==> src/rtl/gbn_pkg.sv <==
// shared types and constants of the go-back-n sender
// no dependencies

package gbn_pkg;

  localparam int WINDOW  = 7;
  localparam int MAX_OUT = 8;
  localparam int EFF_WIN = (WINDOW < 1) ? 1 : ((WINDOW > MAX_OUT) ? MAX_OUT : WINDOW);
  localparam logic [15:0] EFF_WIN16 = 16'(EFF_WIN);

  localparam logic [7:0] ACK_FLAG    = 8'h02;
  localparam logic [7:0] TIMEOUT_RST = 8'd5;
  localparam logic [7:0] IDLE_MAX    = 8'hFF;

  localparam logic [0:0] REG_TOTAL   = 1'b0;
  localparam logic [0:0] REG_TIMEOUT = 1'b1;

  localparam int QDEPTH = 2;
  localparam int QPTR_W = (QDEPTH > 1) ? $clog2(QDEPTH) : 1;
  localparam int QCNT_W = $clog2(QDEPTH + 1);

  typedef enum logic [1:0] {
    FUNC_START = 2'd0,
    FUNC_ACK   = 2'd1,
    FUNC_TICK  = 2'd2,
    FUNC_NONE  = 2'd3
  } func_e;

  typedef enum logic [1:0] {
    CMD_SEND   = 2'd0,
    CMD_RESEND = 2'd1,
    CMD_TERM   = 2'd2
  } cmd_e;

  typedef enum logic [1:0] {
    OP_START = 2'd0,
    OP_ACK   = 2'd1,
    OP_TICK  = 2'd2
  } op_kind_e;

  typedef enum logic [1:0] {
    ST_IDLE   = 2'd0,
    ST_FILL   = 2'd1,
    ST_RESEND = 2'd2
  } state_e;

  typedef struct packed {
    op_kind_e   kind;
    logic [7:0] seq;
  } op_t;

  typedef struct packed {
    logic [15:0] total_packets;
    logic [7:0]  timeout_ticks;
  } cfg_t;

endpackage

==> src/rtl/go_back_n_sender.sv <==
// go-back-n sender top level: config registers, front, queue and back
// depends on gbn_pkg, gbn_front, gbn_queue, gbn_back
// a terminate is written to the output register when its item is popped, a first send or resend
// from FILL or RESEND; one result per cycle while the receiver is ready, items pop only in idle
// a timeout emits up to 7 resends, a start or ack up to 7 sends, the queue holds 2 items
// reset clears window, timer and done flag; total_packets to 0, timeout_ticks to 5

module go_back_n_sender (
  input  logic        clk_i,
  input  logic        rst_ni,
  input  logic        cfg_we_i,
  input  logic [0:0]  cfg_idx_i,
  input  logic [15:0] cfg_data_i,
  input  logic        in_valid_i,
  output logic        in_ready_o,
  input  logic [1:0]  func_i,
  input  logic [7:0]  ack_flag_i,
  input  logic [7:0]  ack_seq_i,
  output logic        out_valid_o,
  input  logic        out_ready_i,
  output logic [1:0]  command_o,
  output logic [15:0] packet_index_o,
  output logic        last_o
);

  gbn_pkg::cfg_t cfg_q;
  gbn_pkg::op_t  push_op, head_op;
  logic          push, pop, q_full, q_empty;

  always_ff @(posedge clk_i or negedge rst_ni) begin
    if (!rst_ni) begin
      cfg_q.total_packets <= '0;
      cfg_q.timeout_ticks <= gbn_pkg::TIMEOUT_RST;
    end else if (cfg_we_i) begin
      case (cfg_idx_i)
        gbn_pkg::REG_TOTAL: begin
          cfg_q.total_packets <= cfg_data_i;
        end
        gbn_pkg::REG_TIMEOUT: begin
          cfg_q.timeout_ticks <= cfg_data_i[7:0];
        end
        default: begin
          cfg_q <= cfg_q;
        end
      endcase
    end
  end

  gbn_front u_front (
    .in_valid_i (in_valid_i),
    .func_i     (func_i),
    .ack_flag_i (ack_flag_i),
    .ack_seq_i  (ack_seq_i),
    .q_full_i   (q_full),
    .in_ready_o (in_ready_o),
    .push_o     (push),
    .op_o       (push_op)
  );

  gbn_queue u_queue (
    .clk_i   (clk_i),
    .rst_ni  (rst_ni),
    .push_i  (push),
    .op_i    (push_op),
    .pop_i   (pop),
    .op_o    (head_op),
    .full_o  (q_full),
    .empty_o (q_empty)
  );

  gbn_back u_back (
    .clk_i          (clk_i),
    .rst_ni         (rst_ni),
    .cfg_i          (cfg_q),
    .q_empty_i      (q_empty),
    .op_i           (head_op),
    .pop_o          (pop),
    .out_valid_o    (out_valid_o),
    .out_ready_i    (out_ready_i),
    .command_o      (command_o),
    .packet_index_o (packet_index_o),
    .last_o         (last_o)
  );

endmodule

==> src/rtl/gbn_front.sv <==
// front end: decodes input items and drops those that can never act
// depends on gbn_pkg

module gbn_front (
  input  logic             in_valid_i,
  input  logic [1:0]       func_i,
  input  logic [7:0]       ack_flag_i,
  input  logic [7:0]       ack_seq_i,
  input  logic             q_full_i,
  output logic             in_ready_o,
  output logic             push_o,
  output gbn_pkg::op_t     op_o
);

  logic keep;

  assign in_ready_o = !q_full_i;

  always_comb begin
    keep      = 1'b0;
    op_o.seq  = ack_seq_i;
    op_o.kind = gbn_pkg::OP_TICK;
    case (gbn_pkg::func_e'(func_i))
      gbn_pkg::FUNC_START: begin
        keep      = 1'b1;
        op_o.kind = gbn_pkg::OP_START;
      end
      gbn_pkg::FUNC_ACK: begin
        keep      = (ack_flag_i == gbn_pkg::ACK_FLAG);
        op_o.kind = gbn_pkg::OP_ACK;
      end
      gbn_pkg::FUNC_TICK: begin
        keep      = 1'b1;
        op_o.kind = gbn_pkg::OP_TICK;
      end
      default: begin
        keep = 1'b0;
      end
    endcase
  end

  assign push_o = in_valid_i && in_ready_o && keep;

endmodule

==> src/rtl/gbn_queue.sv <==
// short queue of decoded operations between front and back
// depends on gbn_pkg

module gbn_queue (
  input  logic         clk_i,
  input  logic         rst_ni,
  input  logic         push_i,
  input  gbn_pkg::op_t op_i,
  input  logic         pop_i,
  output gbn_pkg::op_t op_o,
  output logic         full_o,
  output logic         empty_o
);

  gbn_pkg::op_t                    mem_q [gbn_pkg::QDEPTH];
  logic [gbn_pkg::QPTR_W-1:0]      wr_ptr_q, wr_ptr_d;
  logic [gbn_pkg::QPTR_W-1:0]      rd_ptr_q, rd_ptr_d;
  logic [gbn_pkg::QCNT_W-1:0]      cnt_q, cnt_d;

  localparam logic [gbn_pkg::QPTR_W-1:0] PTR_LAST = gbn_pkg::QPTR_W'(gbn_pkg::QDEPTH - 1);
  localparam logic [gbn_pkg::QCNT_W-1:0] CNT_FULL = gbn_pkg::QCNT_W'(gbn_pkg::QDEPTH);

  assign full_o  = (cnt_q == CNT_FULL);
  assign empty_o = (cnt_q == '0);
  assign op_o    = mem_q[rd_ptr_q];

  always_comb begin
    wr_ptr_d = wr_ptr_q;
    rd_ptr_d = rd_ptr_q;
    cnt_d    = cnt_q;
    if (push_i) begin
      wr_ptr_d = (wr_ptr_q == PTR_LAST) ? '0 : wr_ptr_q + 1'b1;
    end
    if (pop_i) begin
      rd_ptr_d = (rd_ptr_q == PTR_LAST) ? '0 : rd_ptr_q + 1'b1;
    end
    if (push_i && !pop_i) begin
      cnt_d = cnt_q + 1'b1;
    end else if (pop_i && !push_i) begin
      cnt_d = cnt_q - 1'b1;
    end
  end

  always_ff @(posedge clk_i or negedge rst_ni) begin
    if (!rst_ni) begin
      wr_ptr_q <= '0;
      rd_ptr_q <= '0;
      cnt_q    <= '0;
    end else begin
      wr_ptr_q <= wr_ptr_d;
      rd_ptr_q <= rd_ptr_d;
      cnt_q    <= cnt_d;
    end
  end

  always_ff @(posedge clk_i) begin
    if (push_i) begin
      mem_q[wr_ptr_q] <= op_i;
    end
  end

  assert property (@(posedge clk_i) disable iff (!rst_ni) full_o |-> !push_i)
    else $error("push into full queue");
  assert property (@(posedge clk_i) disable iff (!rst_ni) empty_o |-> !pop_i)
    else $error("pop from empty queue");
  assert property (@(posedge clk_i) disable iff (!rst_ni) cnt_q <= CNT_FULL)
    else $error("queue count out of range");

endmodule

==> src/rtl/gbn_back.sv <==
// back end: window state, send/resend sequencer and output register
// depends on gbn_pkg

module gbn_back (
  input  logic          clk_i,
  input  logic          rst_ni,
  input  gbn_pkg::cfg_t cfg_i,
  input  logic          q_empty_i,
  input  gbn_pkg::op_t  op_i,
  output logic          pop_o,
  output logic          out_valid_o,
  input  logic          out_ready_i,
  output logic [1:0]    command_o,
  output logic [15:0]   packet_index_o,
  output logic          last_o
);

  gbn_pkg::state_e state_q, state_d;
  logic [15:0]     base_q, base_d;
  logic [15:0]     next_q, next_d;
  logic [15:0]     cursor_q, cursor_d;
  logic [7:0]      idle_q, idle_d;
  logic            finished_q, finished_d;
  logic            out_valid_q, out_valid_d;
  gbn_pkg::cmd_e   cmd_q, cmd_d;
  logic [15:0]     idx_q, idx_d;
  logic            last_q, last_d;

  logic        load;
  logic [15:0] base_inc, next_inc, cursor_inc;
  logic [7:0]  limit, idle_inc;
  logic        outstanding, ack_good, ack_done, fill_ok_ack, tick_fire;
  logic        fill_more, resend_last;

  assign load        = !out_valid_q || out_ready_i;
  assign pop_o       = (state_q == gbn_pkg::ST_IDLE) && !q_empty_i && load;
  assign base_inc    = base_q + 16'd1;
  assign next_inc    = next_q + 16'd1;
  assign cursor_inc  = cursor_q + 16'd1;
  assign limit       = (cfg_i.timeout_ticks == 8'd0) ? 8'd1 : cfg_i.timeout_ticks;
  assign idle_inc    = (idle_q == gbn_pkg::IDLE_MAX) ? idle_q : idle_q + 8'd1;
  assign outstanding = base_q < next_q;
  assign ack_good    = !finished_q && (op_i.seq == base_q[7:0]) && outstanding;
  assign ack_done    = base_inc >= cfg_i.total_packets;
  assign fill_ok_ack = ((next_q - base_inc) < gbn_pkg::EFF_WIN16)
                       && (next_q < cfg_i.total_packets);
  assign tick_fire   = !finished_q && (idle_inc >= limit);
  assign fill_more   = ((next_inc - base_q) < gbn_pkg::EFF_WIN16)
                       && (next_inc < cfg_i.total_packets);
  assign resend_last = (cursor_inc == next_q);

  // next state
  always_comb begin
    state_d = state_q;
    case (state_q)
      gbn_pkg::ST_IDLE: begin
        if (pop_o) begin
          case (op_i.kind)
            gbn_pkg::OP_START: begin
              if (cfg_i.total_packets != 16'd0) begin
                state_d = gbn_pkg::ST_FILL;
              end
            end
            gbn_pkg::OP_ACK: begin
              if (ack_good && !ack_done && fill_ok_ack) begin
                state_d = gbn_pkg::ST_FILL;
              end
            end
            gbn_pkg::OP_TICK: begin
              if (tick_fire && outstanding) begin
                state_d = gbn_pkg::ST_RESEND;
              end
            end
            default: begin
              state_d = gbn_pkg::ST_IDLE;
            end
          endcase
        end
      end
      gbn_pkg::ST_FILL: begin
        if (load && !fill_more) begin
          state_d = gbn_pkg::ST_IDLE;
        end
      end
      gbn_pkg::ST_RESEND: begin
        if (load && resend_last) begin
          state_d = gbn_pkg::ST_IDLE;
        end
      end
      default: begin
        state_d = gbn_pkg::ST_IDLE;
      end
    endcase
  end

  // datapath and result register
  always_comb begin
    base_d      = base_q;
    next_d      = next_q;
    cursor_d    = cursor_q;
    idle_d      = idle_q;
    finished_d  = finished_q;
    out_valid_d = out_valid_q && !out_ready_i;
    cmd_d       = cmd_q;
    idx_d       = idx_q;
    last_d      = last_q;
    case (state_q)
      gbn_pkg::ST_IDLE: begin
        if (pop_o) begin
          case (op_i.kind)
            gbn_pkg::OP_START: begin
              base_d = '0;
              next_d = '0;
              idle_d = '0;
              finished_d = (cfg_i.total_packets == 16'd0);
              if (cfg_i.total_packets == 16'd0) begin
                out_valid_d = 1'b1;
                cmd_d       = gbn_pkg::CMD_TERM;
                idx_d       = '0;
                last_d      = 1'b1;
              end
            end
            gbn_pkg::OP_ACK: begin
              if (ack_good) begin
                base_d = base_inc;
                idle_d = '0;
                if (ack_done) begin
                  finished_d  = 1'b1;
                  out_valid_d = 1'b1;
                  cmd_d       = gbn_pkg::CMD_TERM;
                  idx_d       = '0;
                  last_d      = 1'b1;
                end
              end
            end
            gbn_pkg::OP_TICK: begin
              if (!finished_q) begin
                idle_d = tick_fire ? 8'd0 : idle_inc;
                if (tick_fire) begin
                  cursor_d = base_q;
                end
              end
            end
            default: begin
              idle_d = idle_q;
            end
          endcase
        end
      end
      gbn_pkg::ST_FILL: begin
        if (load) begin
          out_valid_d = 1'b1;
          cmd_d       = gbn_pkg::CMD_SEND;
          idx_d       = next_q;
          last_d      = !fill_more;
          next_d      = next_inc;
        end
      end
      gbn_pkg::ST_RESEND: begin
        if (load) begin
          out_valid_d = 1'b1;
          cmd_d       = gbn_pkg::CMD_RESEND;
          idx_d       = cursor_q;
          last_d      = resend_last;
          cursor_d    = cursor_inc;
        end
      end
      default: begin
        out_valid_d = out_valid_q && !out_ready_i;
      end
    endcase
  end

  always_ff @(posedge clk_i or negedge rst_ni) begin
    if (!rst_ni) begin
      state_q     <= gbn_pkg::ST_IDLE;
      base_q      <= '0;
      next_q      <= '0;
      idle_q      <= '0;
      finished_q  <= 1'b0;
      out_valid_q <= 1'b0;
    end else begin
      state_q     <= state_d;
      base_q      <= base_d;
      next_q      <= next_d;
      idle_q      <= idle_d;
      finished_q  <= finished_d;
      out_valid_q <= out_valid_d;
    end
  end

  always_ff @(posedge clk_i) begin
    cursor_q <= cursor_d;
    cmd_q    <= cmd_d;
    idx_q    <= idx_d;
    last_q   <= last_d;
  end

  assign out_valid_o    = out_valid_q;
  assign command_o      = cmd_q;
  assign packet_index_o = idx_q;
  assign last_o         = last_q;

  assert property (@(posedge clk_i) disable iff (!rst_ni)
    (next_q >= base_q) && ((next_q - base_q) <= gbn_pkg::EFF_WIN16))
    else $error("window span out of range");
  assert property (@(posedge clk_i) disable iff (!rst_ni)
    finished_q |-> (state_q == gbn_pkg::ST_IDLE))
    else $error("sequencer busy after terminate");
  assert property (@(posedge clk_i) disable iff (!rst_ni)
    (state_q == gbn_pkg::ST_RESEND) |-> (cursor_q >= base_q) && (cursor_q < next_q))
    else $error("resend cursor outside window");
  assert property (@(posedge clk_i) disable iff (!rst_ni)
    (state_q == gbn_pkg::ST_FILL) |-> (next_q < cfg_i.total_packets))
    else $error("send index beyond transfer");

endmodule

==> config.mk <==
export PLATFORM = sky130hd
export DESIGN_NAME = go_back_n_sender
export DESIGN_NICKNAME = d
export VERILOG_FILES = /design/src/rtl/gbn_pkg.sv /design/src/rtl/go_back_n_sender.sv /design/src/rtl/gbn_front.sv /design/src/rtl/gbn_queue.sv /design/src/rtl/gbn_back.sv
export SDC_FILE = /design/constraint.sdc
export NUM_CORES = 1
export LEC_CHECK = 0
export ABC_AREA = 1
export BUFFER_PORTS_ARGS = -buffer_cell sky130_fd_sc_hd__buf_2
export CAP_MARGIN = 20
export CORE_ASPECT_RATIO = 2
export CORE_MARGIN = 4
export CORE_UTILIZATION = 60
export CTS_BUF_LIST = sky130_fd_sc_hd__clkbuf_2 sky130_fd_sc_hd__clkbuf_4 sky130_fd_sc_hd__clkbuf_8
export DETAILED_ROUTE_END_ITERATION = 6
export PLACE_DENSITY_LB_ADDON = 0.12
export SKIP_LAST_GASP = 1
export SLEW_MARGIN = 10
export SYNTH_ARGS = -nofsm -noshare
export SYNTH_HDL_FRONTEND = slang
export SYNTH_HIERARCHICAL = 1
export SYNTH_SLANG_ARGS = --single-unit
==> constraint.sdc <==
create_clock -name clk_i -period 4.7 [get_ports clk_i]
set_input_delay 0.47 -clock clk_i [delete_from_list [all_inputs] [get_ports clk_i]]
set_output_delay 0.47 -clock clk_i [all_outputs]
set_load 0.05 [all_outputs]
; Word level (Yosys, flattened, before mapping)
; Memory sizes are Yosys's and may differ from the RTL's.
; Index checks and enable logic that the tools add are counted.
[totals]
register_bits = 107
mem_bits_rw = 20
word_cells = 181
memories = 1
[mem_list]
columns = memory, words, word_bits, read_ports, rd_ports_with_merged_regs, write_ports, line_no
row1 = u_queue.mem_q, 2, 10, 1, 0, 1, gbn_queue.sv:15  ; gbn_pkg::op_t mem_q [gbn_pkg::QDEPTH];
[classes]
addsub = 10
order_cmp = 7
n_eq_ne = 30
muxes = 66
bitwise = 1
n_reduce_logical = 51
[op_table]
columns = cell, count
row1 = 2-to-1 mux 16 bit, 15
row2 = case mux 16 bit (2 select lines), 4
row3 = adder 16 x 1 -> 16 bit (second input constant), 3
row4 = < comparator 16 bit, 3
row5 = case mux 16 bit (3 select lines), 1
row6 = 2-to-1 mux 8 bit, 5
row7 = < comparator 16 x 3 -> 1 bit (second input constant), 2
row8 = subtractor 16 bit, 2
row9 = 2-to-1 mux 2 bit, 14
row10 = case mux 8 bit (3 select lines), 1
row11 = case mux 2 bit (3 select lines), 3
row12 = logical AND 1 bit, 17
row13 = == test 16 bit, 1
row14 = greater-or-equal comparator 16 bit, 1
row15 = logical NOT 16 bit, 1
row16 = nonzero test 16 bit, 1
row17 = 2-to-1 mux 1 bit, 15
row18 = inequality test 3 bit (second input constant), 5
row19 = inequality test 2 x 1 -> 1 bit (second input constant), 7
row20 = AND reduction 6 bit, 2
row21 = inequality test 2 bit (second input constant), 5
row22 = case mux 1 bit (2 select lines), 5
row23 = AND reduction 5 bit, 2
row24 = logical NOT 1 bit, 9
row25 = other kinds (23), 41

; Depth between registers and ports, before layout
; Gate-level depths: netlist (run 1).
; An unclocked memory read counts as a cell.
[depth]
ltp_word = 10
mapped_depth = 26

; Modules after synthesis
; Netlist (run 1), hierarchy kept.
[modules_own_cells]
columns = module, instances, cells_each, area_each_um2, seq_area_each_um2
row1 = gbn_back, 1, 1325, 8660.8, 2152.1
row2 = go_back_n_sender, 1, 105, 1067.3, 603.1
row3 = gbn_queue, 1, 56, 964.7, 700.7
row4 = gbn_front, 1, 26, 140.1, 0.0

; Worst setup path before layout (run 1)
; Ideal clock, no wire load.
[synth_path]
path_type = register to register
startpoint = register u_back.base_q[1]
endpoint = register u_back.cmd_q[0], in the netlist u_back/command_o[0], enable pin
setup_time_ns = 0.401
arrival_ns = 3.310
t_required_ns = 4.299
slack_ns = 0.989
stages_incl_launch_ff = 18
synth_period_minus_slack_ns = 3.711
path_cell_list = dfrtp_1 ha_1 nand2_1 nor2_1 nand3_1 nor3_1 xor2_1 inv_1 ha_1 nand2_1 nor2_1 nand2_1 nor2_1 nand3b_1 nor2_1 nor2_1 nand2_1 a21oi_1
[synth_between]
elab_chain_cells = 5
word_cells_on_any_way = 9
cone_classes = add/sub: 1 / order compare: 2 / eq/ne: 3 / reduce/logical: 3
[synth_lines]
columns = item, line_no
row1 = from (decl), gbn_back.sv:19  ; logic [15:0] base_q, base_d;
row2 = from (signal assigned), gbn_back.sv:184  ; base_q <= base_d;
row3 = branches (longest 4 deep; another with adder 16 x 1 -> 16 bit), n/a
row4 = AND reduction 8 bit (no source line) (*), n/a
row5 = to (signal assigned), gbn_back.sv:194  ; cmd_q <= cmd_d;
row6 = to (decl), gbn_back.sv:25  ; gbn_pkg::cmd_e cmd_q, cmd_d;
; Mark *: on every way between the ends.
; A chain may end at the register's enable or synchronous reset.

; Worst setup path in the final report (run 1)
[layout_path]
startpoint = register u_back.next_q[1]
endpoint = register u_back.state_q[0]
[layout_between]
elab_chain_cells = 8
word_cells_on_any_way = 23
cone_classes = add/sub: 3 / order compare: 5 / eq/ne: 5 / reduce/logical: 10
[layout_lines]
columns = item, line_no
row1 = from (decl), gbn_back.sv:20  ; logic [15:0] next_q, next_d;
row2 = from (signal assigned), gbn_back.sv:185  ; next_q <= next_d;
row3 = adder 16 x 1 -> 16 bit, gbn_back.sv:38  ; assign next_inc = next_q + 16'd1;
row4 = subtractor 16 bit, gbn_back.sv:48  ; assign fill_more = ((next_inc - base_q) < gbn_pkg::EFF_WIN16)
row5 = < comparator 16 x 3 -> 1 bit, gbn_back.sv:48
row6 = logical AND 1 bit, gbn_back.sv:49  ; && (next_inc < cfg_i.total_packets);
row7 = logical NOT 1 bit, gbn_back.sv:81  ; if (load && !fill_more) begin
row8 = logical AND 1 bit, gbn_back.sv:81
row9 = inequality test 2 x 1 -> 1 bit (no source line), n/a
row10 = AND reduction 6 bit (no source line) (*), n/a
row11 = to (signal assigned), gbn_back.sv:176  ; state_q <= gbn_pkg::ST_IDLE;
row12 = to (signal assigned), gbn_back.sv:183  ; state_q <= state_d;
row13 = to (decl), gbn_back.sv:18  ; gbn_pkg::state_e state_q, state_d;
; Mark *: on every way between the ends. The rest lies on a longest branch, timed or not.

==> results.txt, run 1 <==
DIE AREA: 0.0204 mm^2
core outline area: 0.0178 mm^2
WP data arrival: 4.59 ns
I/O pins: 61
Placed Cells incl. Taps: 1761
proportion of layout cells with a drive suffix above 1: 0.105
# resized after CTS: 0
final setup TNS: 0 ns
max incr delay on CP: 0.53 ns
routed vias: 10500
clk buf depth: 2
drt total wl: 34800 um
Max Cap Viol: 0
crit path buf inv count: 2
Tot Pwr: 7.66 mW
status: complete, no violations
count leader, synth: nand2_1
Main synth FF type: dfrtp_1
worst hold path type: input pin to async pin
largest net degree at the start of global routing: 73
r2r setup slk: 0.47 ns
Least-Margin Pin Slew: 1.03 ns
number of synthesized register bits: 127
RePlAce Congestion: 1.04
initial antenna violation count: 0
Post-Layout Cell Count: 1793
final hold vios: 0
Mapped Cells: 1512
endpoint class of the critical path: flip-flop
Max Fclk: 0.236 GHz
Synth top area share: 0.162
Final Max Tran Viols: 0
post-route cell area: 0.0116 mm^2
RSZ-0062 raised after global routing: false
CP startpoint kind: flip-flop
Layout Nets: 1718
synth warn: 6
most used cell, CP: nand2_1
row count: 69
PD cells: 658 mW/mm^2
routed vias/inst: 5.87
Area contributors post-synth: dfrtp_1 (16%), edfxtp_1 (15%), nand2_1 (15%)
number of enable flip-flop cells after synthesis: 55
Syn Nets: 1663
n_diodes: 0
gr ovfl total: 0
total track usage: 0.349
DRT Pass-1 Iters: 6
Rel. slew slack: 0.311
initial core utilization: 0.609
vias in the first global route: 10200
clock-pin slew on the worst setup and hold paths: 0.09 ns
DRT iter0 DRCs: 637
DRC violations left: 0
CP required: 5.06 ns
H-Tree Depth: 4
cell family with most CP delay: simple AND/OR/NAND/NOR gates
Netlist cell types: 54
DIE HEIGHT: 198 um
post-CTS setup buffer count: 0
I/O Buffers: 60
CTS Sinks: 127
leakage: 6.15 nW
crit-path cells: ha_1 -> nand2_1 -> nor3_1 -> nand3_1 -> nor2_1 -> nand2_1 -> nor3_1 -> xor2_1 -> inv_1 -> ha_1 -> inv_1 -> nor3_1 -> nand3_1 -> nand2_1 -> nand2_1 -> nand2_1 -> nor2_1 -> nand3_1 -> nand2_1 -> nand2_2 -> nand3_1 -> nand2_1 -> nand2_1
dpl ws: 0.602 ns
Mapped Area: 0.0108 mm^2
worst skew pair latency: 0.46 ns
Worst Skew: 0.0160 ns
fin crit period: 4.23 ns
CTS tree: done
syn avg cell area: 7.16 um^2
final period utilization: 0.900
crit-path max FO: 7
CTS Hold Bufs: 0
WL per Instance: 19.4 um
Setup WS post-layout: 0.469 ns
VDD IR-drop max: 365 uV
final design utilization: 0.655
Syn-to-layout area delta: 7.46%
setup violators final: 0
Die Span X: 103 um
asr flop ratio synth: 0.567
largest area contributor in the netlist: dfrtp_1
Root Buffer: clkbuf_8
final hold slack: 0.159 ns
antenna-violating nets left: 0
Area after DPL: 0.0112 mm^2
total CTS buffers: 17
sequential element share of the synthesized area: 0.319
Post-synth top cells: nand2_1 (428), inv_1 (224), nand3_1 (137)
DP Wirelength: 28000 um
first-pass GRT wire length: 53100 um
CP max-delay cell: dfrtp_1
critical path class: flip-flop to flip-flop
==> cells by family (layout without fill, tap and decap cells) <==
family | Yosys count | after routing | share of synthesized area
multiplexers | 10 | 10 | 0.0135
AND/OR/NAND/NOR | 781 | 781 | 0.314
XOR/XNOR | 34 | 34 | 0.0275
adder cells (fa/ha/maj) | 111 | 111 | 0.130
flip-flops | 127 | 127 | 0.319
AO/OA/AOI/OAI | 183 | 183 | 0.0926
buffers and inverters | 266 | 334 | 0.104
==> path summary, 6_finish.rpt <==
check | start | end | cells after the start
worst max register to register | u_back/next_q[1] | u_back/state_q[0] | 23
worst min-delay path | rst_ni | u_back/next_q[1] | 1
max in group asynchronous | rst_ni | u_back/base_q[11] | 1
worst max-delay path | u_back/next_q[1] | u_back/state_q[0] | 23
worst min register to register | cfg_q[22] | cfg_q[22] | 2
min in group clk_i | ack_seq_i[7] | u_queue/mem_q[0][7] | 1
==> cell type report <==
| cell class | count | area [um^2] |
|---|---|---|
| clock inverters | 15 | 173 |
| repair buffers | 70 | 378 |
| well taps | 213 | 267 |
| inverters | 232 | 878 |
| fillers | 1691 | 6140 |
| clock buffers | 17 | 234 |
| multi-input cells | 1119 | 6260 |
| flip-flops and latches | 127 | 3460 |
==> power by group <==
part	internal, mW	switching (mW)	total (mW)	leakage, nW
Combinational	1.50	3.31	4.81	4.50
Sequential	1.53	0.313	1.85	1.45
Clock	0.488	0.514	1.00	0.202
==> cells in the final DEF (no fill, tap or decap), drive strengths merged, types with 3 or more instances in the layout <==
master	count
nand2	456
inv	239
nand3	138
nor2	125
ha	109
a21oi	78
dfrtp	70
buf	70
o21ai	68
edfxtp	55
xor2	31
nand4	30
clkbuf	17
nor3	16
o22ai	11
o21a	10
mux2	10
nand3b	9
o21bai	5
a21o	4
clkinv	4
xnor2	3
a31oi	3
==> flip-flops by register name, summed over array words and instances (netlist names), 8 cells and up <==
name,count
cfg_q,24
u_back/next_q,16
u_back/cursor_q,16
u_back/idle_q,8
u_back/base_q,16
u_queue/mem_q,20
u_back/packet_index_o,16
==> metal layers <==
layer / share of wire / wire, um / track usage
met4: 0.10 / 3460 / 0.296
met5: 0 / 0 / 0
met2: 0.51 / 17900 / 0.605
met1: 0.33 / 11500 / 0.342
met3: 0.055 / 1910 / 0.0681
(Power assumes the default switching activity.)
==> run 2: changes to the inputs <==
CTS_BUF_LIST = default   (was sky130_fd_sc_hd__clkbuf_2 sky130_fd_sc_hd__clkbuf_4 sky130_fd_sc_hd__clkbuf_8)
==> run 2 against run 1 <==
Final cell count is the same. Worst hold slack gained 0.032 ns. Flip-flop and latch count is the same. Die area is the same. Design area grew 1.6%. First-iteration DRC count grew 2.4%. Highest routed layer unchanged. Via count shrank 0.54%. Power grew 5.2%. Register-to-register slack gained 0.02 ns. Clock-buffer cell count is the same. Critical endpoint unchanged. Clock power grew 36%.
==> results.txt, run 2 (synthesis results as in run 1) <==
fin crit period: 4.21 ns (-0.0236 ns)
drt total wl: 35300 um (+1.4%)
Least-Margin Pin Slew: 1.03 ns (-0.00277 ns)
critical path class: flip-flop to flip-flop
DIE AREA: 0.0204 mm^2 (unchanged)
routed vias/inst: 5.84 (-0.54%)
clk buf depth: 2 (unchanged)
antenna-violating nets left: 0 (unchanged)
max incr delay on CP: 0.53 ns (about the same)
most used cell, CP: nand2_1
# resized after CTS: 0 (unchanged)
proportion of layout cells with a drive suffix above 1: 0.105 (unchanged)
initial antenna violation count: 0 (unchanged)
total track usage: 0.356 (+0.00700)
Setup WS post-layout: 0.493 ns (+0.0236 ns)
r2r endpoint: u_back/state_q[0]
cell family with most CP delay: simple AND/OR/NAND/NOR gates
Die Span X: 103 um (unchanged)
final hold slack: 0.191 ns (+0.0318 ns)
row count: 69 (unchanged)
leakage: 6.24 nW (+1.4%)
endpoint class of the critical path: flip-flop
vias in the first global route: 10300 (+0.83%)
Post-Layout Cell Count: 1793 (unchanged)
worst skew pair latency: 0.43 ns (-0.03 ns)
WP data arrival: 4.53 ns (-0.06 ns)
I/O pins: 61 (unchanged)
most frequent cells in the layout: nand2_1 (428), inv_1 (224), nand3_1 (137)
RePlAce Congestion: 1.04 (unchanged)
total CTS buffers: 17 (unchanged)
final period utilization: 0.895 (-0.00501)
setup violators final: 0 (unchanged)
CP startpoint kind: flip-flop
r2r setup slk: 0.49 ns (+0.02 ns)
crit-path cells: ha_1 -> nand2_1 -> nor3_1 -> nand3_1 -> nor2_1 -> nand2_1 -> nor3_1 -> xor2_1 -> inv_1 -> ha_1 -> inv_1 -> nor3_1 -> nand3_1 -> nand2_1 -> nand2_1 -> nand2_1 -> nor2_1 -> nand3_1 -> nand2_1 -> nand2_2 -> nand3_1 -> nand2_1 -> nand2_1
post-CTS setup buffer count: 0 (unchanged)
first-pass GRT wire length: 54100 um (+1.8%)
Layout Nets: 1718 (unchanged)
final design utilization: 0.665 (+0.0108)
initial core utilization: 0.609 (unchanged)
Tot Pwr: 8.06 mW (+5.2%)
WL per Instance: 19.7 um (+1.4%)
crit path buf inv count: 2 (unchanged)
crit-path max FO: 7 (unchanged)
status: complete, no violations
clock-pin slew on the worst setup and hold paths: 0.06 ns (-0.03 ns)
final setup TNS: 0 ns (unchanged)
Worst Skew: 0.0106 ns (-0.00540 ns)
Worst R2R Start: u_back/next_q[1]
Rel. slew slack: 0.313 (+0.00185)
PD cells: 681 mW/mm^2 (+3.5%)
flip-flop count of the largest register after layout: 24 (unchanged)
I/O Buffers: 60 (unchanged)
largest net degree at the start of global routing: 73 (unchanged)
gr ovfl total: 0 (unchanged)
CTS Hold Bufs: 0 (unchanged)
core outline area: 0.0178 mm^2 (unchanged)
Largest Register: cfg_q
biggest regs: cfg_q: 24 flops, u_queue/mem_q: 20 flops
final hold vios: 0 (unchanged)
CTS Sinks: 127 (unchanged)
FF-to-FF path depth: 23 (unchanged)
most common cell after layout, fill and taps aside: nand2_1
CP max-delay cell: dfrtp_1
H-Tree Depth: 4 (unchanged)
Final Max Tran Viols: 0 (unchanged)
DRT iter0 DRCs: 652 (+2.4%)
CP required: 5.02 ns (-0.04 ns)
Max Cap Viol: 0 (unchanged)
DP Wirelength: 28000 um (unchanged)
worst hold path type: input pin to async pin
Placed Cells incl. Taps: 1761 (unchanged)
post-route cell area: 0.0118 mm^2 (+1.6%)
Area after DPL: 0.0112 mm^2 (unchanged)
n_diodes: 0 (unchanged)
Max Fclk: 0.238 GHz (+0.56%)
DIE HEIGHT: 198 um (unchanged)
DRT Pass-1 Iters: 5 (-1)
Root Buffer: clkbuf_16
DRC violations left: 0 (unchanged)
VDD IR-drop max: 352 uV (-3.7%)
dpl ws: 0.602 ns (unchanged)
CTS tree: done
routed vias: 10500 (-0.54%)
Syn-to-layout area delta: 9.23%
RSZ-0062 raised after global routing: false
[run 2: cell type report]
| cell class | instances | area (um^2) |
|---|---|---|
| clock inverter | 15 | 173 |
| fill | 1647 | 5950 |
| timing repair buffer | 70 | 378 |
| sequential | 127 | 3460 |
| clock buffer | 17 | 425 |
| inverter | 232 | 878 |
| tap | 213 | 267 |
| multi-input combinational | 1119 | 6260 |
[run 2: power by group]
group	switching, mW	leakage [nW]	internal, mW
sequential	0.315	1.45	1.54
combinational	3.35	4.50	1.50
clock	0.562	0.289	0.798
total	4.23	6.24	3.83
[run 2: routing by layer]
metal  vias to the layer above  track usage  wire [um]
met4                         0        0.292       3550
met1                      4810        0.354      11700
met5                         -            0          0
met2                       411        0.611      18000
met3                       200       0.0779       2090
li1                       5051            -          -
[run 2: how the worst max path moves through the flow]
stage | start | depth (start not counted) | to | slack (ns)
2_1_floorplan | u_back/base_q[1] | 17 | u_back/command_o[0] | 0.99
3_3_place_gp | u_back/next_q[1] | 23 | u_back/state_q[0] | 0.62
3_5_place_dp | u_back/next_q[1] | 23 | u_back/state_q[0] | 0.60
4_1_cts | u_back/next_q[1] | 23 | u_back/state_q[0] | 0.56
5_1_grt | u_back/next_q[1] | 22 | u_back/state_q[1] | 0.20
6_report | u_back/next_q[1] | 23 | u_back/state_q[0] | 0.49
[run 2: worst reg2reg max path, cell delays in order, from the launching register on]
cell and delay, ns:
dfrtp_1 0.53, ha_1 0.23, nand2_1 0.12, nor3_1 0.35
nand3_1 0.18, nor2_1 0.18, nand2_1 0.13, nor3_1 0.20
xor2_1 0.22, inv_1 0.10, ha_1 0.40, inv_1 0.08
nor3_1 0.29, nand3_1 0.16, nand2_1 0.10, nand2_1 0.05
nand2_1 0.10, nor2_1 0.06, nand3_1 0.23, nand2_1 0.10
nand2_2 0.09, nand3_1 0.09, nand2_1 0.08, nand2_1 0.04
==> run 3: changes to the inputs <==
CORE_MARGIN = default   (was 4)
CORE_UTILIZATION = 55   (was 60)
GPL_TIMING_DRIVEN = 0   (was default)
==> run 3 against run 2 <==
First-iteration DRC count is 10% lower. Combinational power fell by 2%. Clock skew is 0.0044 ns higher. Clock-buffer cell count up 4. Critical endpoint is now u_back/state_q[1].
==> results.txt, run 3 (synthesis results as in run 1) <==
status: complete, no violations
Die Span X: 101 um (-1.7%)
Max Cap Viol: 0 (unchanged)
routed vias: 10400 (-0.65%)
core outline area: 0.0193 mm^2 (+8.4%)
endpoint class of the critical path: flip-flop
CP required: 5.08 ns (+0.06 ns)
fin crit period: 4.45 ns (+0.243 ns)
RePlAce Congestion: 0.953 (-8.2%)
drt total wl: 33700 um (-4.6%)
CTS tree: done
biggest regs: cfg_q: 24 flops, u_queue/mem_q: 20 flops
Rel. slew slack: 0.448 (+0.135)
DRC violations left: 0 (unchanged)
vias in the first global route: 10200 (-1.3%)
n_diodes: 0 (unchanged)
max incr delay on CP: 0.67 ns (+0.14 ns)
Least-Margin Pin Slew: 0.825 ns (-0.206 ns)
Syn-to-layout area delta: 11.2%
DP Wirelength: 26900 um (-3.8%)
Area after DPL: 0.0115 mm^2 (+2.1%)
setup violators final: 0 (unchanged)
Final Max Tran Viols: 0 (unchanged)
met1 Track Usage GR: 0.313 (-0.0413)
met3 usage: 0.0735 (-0.00446)
PD cells: 657 mW/mm^2 (-3.5%)
final period utilization: 0.947 (+0.0516)
DIE AREA: 0.0203 mm^2 (-0.51%)
first-pass GRT wire length: 51800 um (-4.2%)
flip-flop count of the largest register after layout: 24 (unchanged)
initial core utilization: 0.562 (-0.0472)
I/O Buffers: 50 (-17%)
antenna-violating nets left: 0 (unchanged)
DRT iter0 DRCs: 585 (-10%)
leakage: 6.30 nW (+0.89%)
most frequent cells in the layout: nand2_1 (428), inv_1 (224), nand3_1 (137)
row count: 72 (+4.3%)
VDD IR-drop max: 399 uV (+13%)
WP data arrival: 4.83 ns (+0.30 ns)
Layout Nets: 1736 (+1.0%)
gr ovfl total: 0 (unchanged)
GR peak layer: met2
Worst Skew: 0.0150 ns (+0.00440 ns)
clock-pin slew on the worst setup and hold paths: 0.06 ns (about the same)
CP max-delay cell: dfrtp_1
largest net degree at the start of global routing: 61 (-16%)
CTS Sinks: 127 (unchanged)
RSZ-0062 raised after global routing: false
most common cell after layout, fill and taps aside: nand2_1
initial antenna violation count: 0 (unchanged)
dpl ws: 0.410 ns (-0.192 ns)
Largest Register: cfg_q
crit-path max FO: 7 (unchanged)
proportion of layout cells with a drive suffix above 1: 0.106 (+0.00132)
total CTS buffers: 17 (unchanged)
worst hold path type: input pin to flip-flop
fillcell total: 1906 (+16%)
critical path class: flip-flop to flip-flop
Root Buffer: clkbuf_16
cell family with most CP delay: simple AND/OR/NAND/NOR gates
total track usage: 0.347 (-0.00877)
post-route cell area: 0.0120 mm^2 (+1.8%)
crit-path cells: inv_1 -> nor3_1 -> nand3_1 -> nor2_1 -> nand2_1 -> nor3_1 -> xor2_1 -> inv_1 -> ha_1 -> nand2_1 -> nor3_1 -> nand2_1 -> nand2_1 -> nand2_1 -> nand2_1 -> nand3_1 -> nor2_1 -> nand3_1 -> nand2_1 -> nand2_2 -> nand3_1 -> nand2_1 -> nand2_1
final hold vios: 0 (unchanged)
WL per Instance: 18.1 um (-7.9%)
routed vias/inst: 5.60 (-4.1%)
H-Tree Depth: 4 (unchanged)
clk buf depth: 2 (unchanged)
DIE HEIGHT: 200 um (+1.2%)
Max Fclk: 0.225 GHz (-5.5%)
final design utilization: 0.625 (-0.0407)
met2 Use GR: 0.614 (+0.00304)
I/O pins: 61 (unchanged)
CP startpoint kind: flip-flop
post-CTS setup buffer count: 0 (unchanged)
DRT Pass-1 Iters: 6 (+1)
crit path buf inv count: 2 (unchanged)
worst skew pair latency: 0.44 ns (about the same)
r2r setup slk: 0.25 ns (-0.24 ns)
Setup WS post-layout: 0.250 ns (-0.243 ns)
most used cell, CP: nand2_1
## run 3: cell types whose count changed in the layout (fill, tap and decap cells not counted), sizes merged
cell         delta
clkinv          +2
dlygate4sd3     +1
clkinvlp        +1
clkbuf         +16
buf             +5
inv             -7
## run 3: per-stage QoR
step	setup TNS (ns)	std cells	hold WS [ns]	total power [mW]
2_1_floorplan	0	1512	0.174	5.23
4_1_cts	0	1857	0.200	7.83
3_5_place_dp	0	1824	0.344	6.51
3_3_place_gp	-3.24	1821	0.455	6.39
5_1_grt	0	1857	0.204	8.54
6_report	0	1857	0.212	7.91
## run 3: power breakdown
group          internal [mW]  switching (mW)
Sequential              1.54           0.341
Clock                  0.777           0.509
Combinational           1.54            3.21
## run 3: per-layer routing
layer	wire, um	vias to the layer above
li1	-	5088
met1	10800	4792
met2	17400	349
met3	1700	175
met4	3720	0
met5	0	-
## run 3: layout make-up
type / count / area [um^2] / area share
multi-input cells: 1119 / 6260 / 0.520
flip-flops and latches: 127 / 3460 / 0.287
inverters: 232 / 878 / 0.0729
clock buffers: 21 / 440 / 0.0366
well taps: 259 / 324 / 0.0269
repair buffers: 54 / 317 / 0.0263
plain buffers: 34 / 246 / 0.0205
clock inverters: 11 / 120 / 0.00997
## run 3: worst paths after layout
kind,cells past startpoint,from,endpoint
worst max-delay path,23,u_back/next_q[5],u_back/state_q[1]
worst min-delay path,1,ack_seq_i[7],u_queue/mem_q[0][7]
worst max register to register,23,u_back/next_q[5],u_back/state_q[1]
worst min register to register,2,cfg_q[22],cfg_q[22]
max in group asynchronous,3,rst_ni,cfg_q[0]
min in group asynchronous,2,rst_ni,u_back/next_q[2]
## run 3: timing repair
action	4_1_cts	5_1_grt
gates resized for setup	0	1
hold buffers	1	0
setup endpoints to repair	0	3
endpoints found under the hold margin	12	0
